<file path="src/sv/hstb_pkg.sv">
// Package for the half-scale tile brighten block: item structs and fixed widths.
// No dependencies; imported by hstb_rem and half_scale_tile_brighten.
`default_nettype none
package hstb_pkg;

	localparam int CHAN_W  = 8;
	localparam int COORD_W = 16;
	localparam int SIZE_W  = 8;
	localparam int HALF_W  = SIZE_W - 1;
	localparam int SUM_W   = CHAN_W + 2;
	localparam int PIX_W   = 3 * CHAN_W;
	localparam int CIDX_W  = 2;

	localparam logic [CHAN_W-1:0] CHAN_MAX = 8'd255;
	localparam logic [SIZE_W-1:0] SIZE_MIN = 8'd2;

	localparam logic [CIDX_W-1:0] CFG_WIDTH  = 2'd0;
	localparam logic [CIDX_W-1:0] CFG_HEIGHT = 2'd1;
	localparam logic [CIDX_W-1:0] CFG_BRIGHT = 2'd2;

	localparam logic ACT_LOAD  = 1'b0;
	localparam logic ACT_QUERY = 1'b1;

	typedef struct packed {
		logic               action;
		logic [COORD_W-1:0] coord_x;
		logic [COORD_W-1:0] coord_y;
		logic [CHAN_W-1:0]  pixel_red;
		logic [CHAN_W-1:0]  pixel_green;
		logic [CHAN_W-1:0]  pixel_blue;
	} in_item_t;

	typedef struct packed {
		logic [CHAN_W-1:0] out_red;
		logic [CHAN_W-1:0] out_green;
		logic [CHAN_W-1:0] out_blue;
	} out_item_t;

endpackage
`default_nettype wire

</file>
<file path="src/sv/hstb_rem.sv">
// Iterative remainder unit: 16-bit coordinate modulo a 7-bit half size,
// two restoring steps per cycle. Depends on hstb_pkg.
`default_nettype none
module hstb_rem (
	input  wire logic                       clk,
	input  wire logic                       arst_n,
	input  wire logic                       start,
	input  wire logic [hstb_pkg::COORD_W-1:0] dividend,
	input  wire logic [hstb_pkg::HALF_W-1:0]  divisor,
	output logic                            busy,
	output logic [hstb_pkg::HALF_W-1:0]     rem
);
	import hstb_pkg::*;

	localparam int STEPS = COORD_W / 2;
	localparam int CNT_W = $clog2(STEPS);

	logic [COORD_W-1:0] sh_q;
	logic [HALF_W-1:0]  rem_q;
	logic [HALF_W-1:0]  div_q;
	logic [CNT_W-1:0]   cnt_q;
	logic               busy_q;
	logic [HALF_W-1:0]  r1;
	logic [HALF_W-1:0]  r2;

	function automatic logic [HALF_W-1:0] rstep(input logic [HALF_W-1:0] r,
		input logic b, input logic [HALF_W-1:0] d);
		logic [HALF_W:0] t;
		t = {r, b};
		if (t >= {1'b0, d})
			t = t - {1'b0, d};
		return t[HALF_W-1:0];
	endfunction

	assign r1 = rstep(rem_q, sh_q[COORD_W-1], div_q);
	assign r2 = rstep(r1, sh_q[COORD_W-2], div_q);

	always_ff @(posedge clk or negedge arst_n) begin
		if (!arst_n) begin
			busy_q <= 1'b0;
			cnt_q  <= '0;
		end else if (start) begin
			busy_q <= 1'b1;
			cnt_q  <= '0;
		end else if (busy_q) begin
			cnt_q <= cnt_q + 1'b1;
			if (cnt_q == CNT_W'(STEPS - 1))
				busy_q <= 1'b0;
		end
	end

	always_ff @(posedge clk) begin
		if (start) begin
			sh_q  <= dividend;
			div_q <= divisor;
			rem_q <= '0;
		end else if (busy_q) begin
			sh_q  <= {sh_q[COORD_W-3:0], 2'b00};
			rem_q <= r2;
		end
	end

	assign busy = busy_q;
	assign rem  = rem_q;

endmodule
`default_nettype wire

</file>
<file path="config.mk">
export PLATFORM = sky130hd
export DESIGN_NAME = hstb_rem
export DESIGN_NICKNAME = d
export VERILOG_FILES = /design/src/sv/hstb_pkg.sv /design/src/sv/hstb_rem.sv
export SDC_FILE = /design/constraint.sdc
export NUM_CORES = 1
export LEC_CHECK = 0
export BUFFER_PORTS_ARGS = -buffer_cell sky130_fd_sc_hd__buf_2
export CAP_MARGIN = 20
export CORE_MARGIN = 2
export CORE_UTILIZATION = 30
export DETAILED_ROUTE_END_ITERATION = 6
export PLACE_DENSITY = 0.48
export REMOVE_ABC_BUFFERS = 1
export SYNTH_ARGS = -nofsm -noshare
export SYNTH_HDL_FRONTEND = slang
export SYNTH_SLANG_ARGS = --single-unit
</file>
<file path="constraint.sdc">
create_clock -name clk -period 3.8 [get_ports clk]
set_input_delay 0.38 -clock clk [delete_from_list [all_inputs] [get_ports clk]]
set_output_delay 0.38 -clock clk [all_outputs]
set_load 0.01 [all_outputs]
</file>
==> impl_summary.log <==
[metrics] run status: complete, no violations
[metrics] count of maximum capacitance violations: 0
[metrics] row count: 30
[metrics] global-route wire length before repair: 7380 um
[metrics] leading cell type in the layout, fill and taps excluded: buf_2
[metrics] post-route antenna net violation count: 0
[metrics] crit path DAT: 3.72 ns
[metrics] share of layout cells above drive strength 1: roughly 33%
[metrics] post-route worst hold slack: approximately 0.26 ns
[metrics] clock tree skew after final layout: 0.00915 ns
[metrics] start point of the worst min-delay path: divisor[6]
[metrics] Synth cell types: 52
[metrics] total wirelength of the detailed-routed design: 4440 um
[metrics] Max Transition Viols Final: 0
[metrics] worst path required time: 3.98 ns
[metrics] total congestion overflow after global routing: 0
[metrics] capture instance of the worst register-to-register path: rem[0]$_SDFFE_PP0P_
[metrics] Hold Fails Final Rpt: 0
[metrics] clock net sink count: 34
[metrics] boundary pin count: 34
[metrics] P per Cell Area: 757 nW/um^2
[metrics] TritonRoute pass-1 iters: 4
[metrics] final setup violating endpoints: 0
[metrics] warning count from the yosys run: 0
[metrics] syn avg cell area: 11.1 um^2
[metrics] ordered list of cells on the worst path: inv_1 -> ha_1 -> inv_1 -> fa_2 -> nand3_2 -> a31oi_1 -> nor2_2 -> mux2_2 -> ha_1 -> and4_1 -> a41oi_1 -> o31a_1 -> o211ai_2 -> buf_4 -> mux2i_1 -> a22o_1
[metrics] worst reg2reg path startpoint: sh_q[15]$_DFFE_PP_
[metrics] cell family contributing the most delay on the critical path: adder cells
[metrics] accumulated negative setup slack: 0 ns
[metrics] category of the worst setup path capture point: flop
[metrics] antenna violations before repair: 0
[metrics] leakage power of the design: 0.00112 uW
[metrics] Nets: 279
[metrics] kind of start point of the critical path: flop
[metrics] area added between synthesis and finish: 21.3%
[metrics] Setup CP Type: flop to flop
[metrics] CTS tree: built
[metrics] clock network latency to the later pin of the worst-skew pair: 0.29 ns
[metrics] ys async rst share: a little under an eighth
[metrics] CTS clock-pin slew for the worst setup and hold paths: 0.08 ns
[metrics] maximum cell stage delay along the critical path: a little under 0.4 ns
[metrics] number of flops mapped to enable cells by yosys: 23
[metrics] reg2reg setup slack: 0.27 ns
[metrics] post-layout min period: between 3 and 4 ns
[metrics] flop and latch count out of synthesis: 34
[metrics] Register-to-Register Path Depth: 16
[metrics] worst slew margin relative to its limit: between 50% and 60%
[metrics] CP bufs+invs: 3
[metrics] width of the die: 88.1 um
[metrics] count of antenna diodes in the layout: 0
[metrics] clock root buffer master: clkbuf_8
[metrics] DRC: 0
[metrics] most frequently used flop master after synthesis: edfxtp_1
[metrics] total global-route track usage: around an eighth
[metrics] number of buffers created by CTS: 5
[metrics] utilization after layout: 37.7%
[metrics] weighted congestion reported at the end of routability-driven placement: 0.777
[metrics] Vias per Instance: between 4 and 5
[metrics] endpoint of the worst hold-timing path: div_q[6]$_DFFE_PP_
[metrics] standard cell with the maximum stage delay on the critical path: mux2_2
[metrics] routed vias: 1,560
[metrics] achievable clock frequency: around 280 MHz
[metrics] actual slew at the worst max-slew pin: 0.609 ns
[metrics] detailed placement HPWL: between 3000 and 4000 um
[metrics] Worst Path Max Fanout: 5
[metrics] Port Buffers: 33
[metrics] DR WL/cell: 13.4 um
[metrics] number of cells produced by synthesis: around 190
[metrics] die outline area: 7760 um^2
[metrics] crit share post-route: 92.9%
[metrics] pin count of the biggest net entering global routing: 33
[metrics] part of the Yosys area used for sequential elements: between 40% and 50%
[metrics] Core Box Area: around 7000 um^2
[metrics] drt first-iter violations: 45
[metrics] maximum resistive drop on vdd: 0.249 mV
[metrics] number of buffers between clock root and the deepest sink: 2
[metrics] initial core utilization: between 30 and 40%
[metrics] depth of the worst hold-timing path: 1
[metrics] depth of the CTS H-tree: 2
[metrics] Hold WC Path Type: input pin to flop
[metrics] post-synth design cell area: approximately 2100 um^2
[metrics] die height: between 80 and 90 um
[metrics] commonest cells after routing, fill and taps aside: buf_2 (33), edfxtp_1 (23), mux2_2 (19)
[metrics] via count of the first global-routing pass: 1,542
==> final cells by class <==
type | instances | area (um^2)
Clock inverter | 2 | 12.5
Tap cell | 96 | 120
Inverter | 15 | 56.3
Timing Repair Buffer | 42 | 239
Clock buffer | 6 | 82.6
Sequential cell | 34 | 931
Fill cell | 750 | 4260
Multi-Input combinational cell | 137 | 1130
==> synthesized netlist by cell type, drive strengths merged, types with 3 or more instances <==
cell | count | area, um^2
mux2i | 6 | 60.1
dfxtp | 7 | 140
inv | 15 | 56.3
a21oi | 4 | 20.0
edfxtp | 23 | 691
nor3 | 3 | 15.0
ha | 16 | 200
nand3 | 4 | 20.0
nand2 | 9 | 33.8
nor2 | 18 | 70.1
and2 | 3 | 18.8
clkbuf | 3 | 11.3
xor2 | 3 | 26.3
buf | 3 | 20.0
mux2 | 19 | 214
o21ai | 6 | 30.0
a211oi | 6 | 50.1
dfrtp | 4 | 100
nor2b | 4 | 25.0
==> metal layers <==
layer / vias up / track usage [%] / share of wire [%]
met5: - / 0 / 0
met4: 0 / 4.13 / 1.4
met3: 6 / 2.92 / 3.4
met2: 24 / 18.9 / 44
met1: 728 / 17.0 / 51
li1: 802 / - / -
==> power by group <==
part           switching, uW  internal (uW)  total (uW)  leakage, uW
clock                    143            146         289    0.0000472
combinational            597            564        1160     0.000721
sequential              41.3            459         501     0.000348
total                    781           1170        1950      0.00112
==> kinds of logic after synthesis <==
group | Yosys count | synth area share, %
buffers and inverters | 21 | 4.13
adders and majority gates | 18 | 11.3
DFF | 34 | 43.9
muxes | 25 | 12.9
xor gates and xnor gates | 4 | 1.65
and+or+nand+nor | 52 | 12.5
AOI/OAI and AO/OA | 38 | 13.6
==> worst max path at each step <==
stage,to,slack (ns),start,cells after the start
floorplan,rem[5]$_SDFFE_PP0P_,0.32,sh_q[15]$_DFFE_PP_,15
global placement,rem[5]$_SDFFE_PP0P_,0.1,sh_q[15]$_DFFE_PP_,16
detailed placement,rem[5]$_SDFFE_PP0P_,0.01,sh_q[15]$_DFFE_PP_,15
CTS,rem[0]$_SDFFE_PP0P_,0.12,sh_q[15]$_DFFE_PP_,16
global route,rem[4]$_SDFFE_PP0P_,-0.002,sh_q[15]$_DFFE_PP_,16
finish,rem[0]$_SDFFE_PP0P_,0.27,sh_q[15]$_DFFE_PP_,16
==> through the flow <==
step,total power (uW),area (um^2),cells,setup slack (ns)
after floorplan,1300,2090,186,0.320
after global routing,2130,2570,332,-0.00151
after global placement,1590,2420,321,0.0963
after detailed placement,1580,2420,321,0.0120
final,1950,2570,332,0.268
after CTS,1920,2540,332,0.118
==> registers in the layout, summed over array words and instances, names as in the netlist <==
| register | cells |
|---|---|
| busy | 1 |
| cnt_q | 3 |
| div_q | 7 |
| rem | 7 |
| sh_q | 16 |
==> worst reg2reg max path: cells and delay by family, from the launching register on <==
family	cells	cell delay, ns
adder cells (fa/ha/maj)	3	0.85
multiplexers	2	0.51
AO/OA/AOI/OAI	5	0.84
buffers and inverters	3	0.33
flip-flops	1	0.38
AND/OR/NAND/NOR	3	0.54
==> timing repair <==
| item | in CTS | in global routing |
|---|---|---|
| endpoints found under the hold margin | 4 | 0 |
| pin swaps | 1 | 3 |
| buffers inserted | 2 | 0 |
| endpoints found under the setup margin | 1 | 7 |
| resized for setup | 0 | 8 |
| hold buffers | 1 | 0 |
Note: power is estimated with default switching activity, not from simulation.
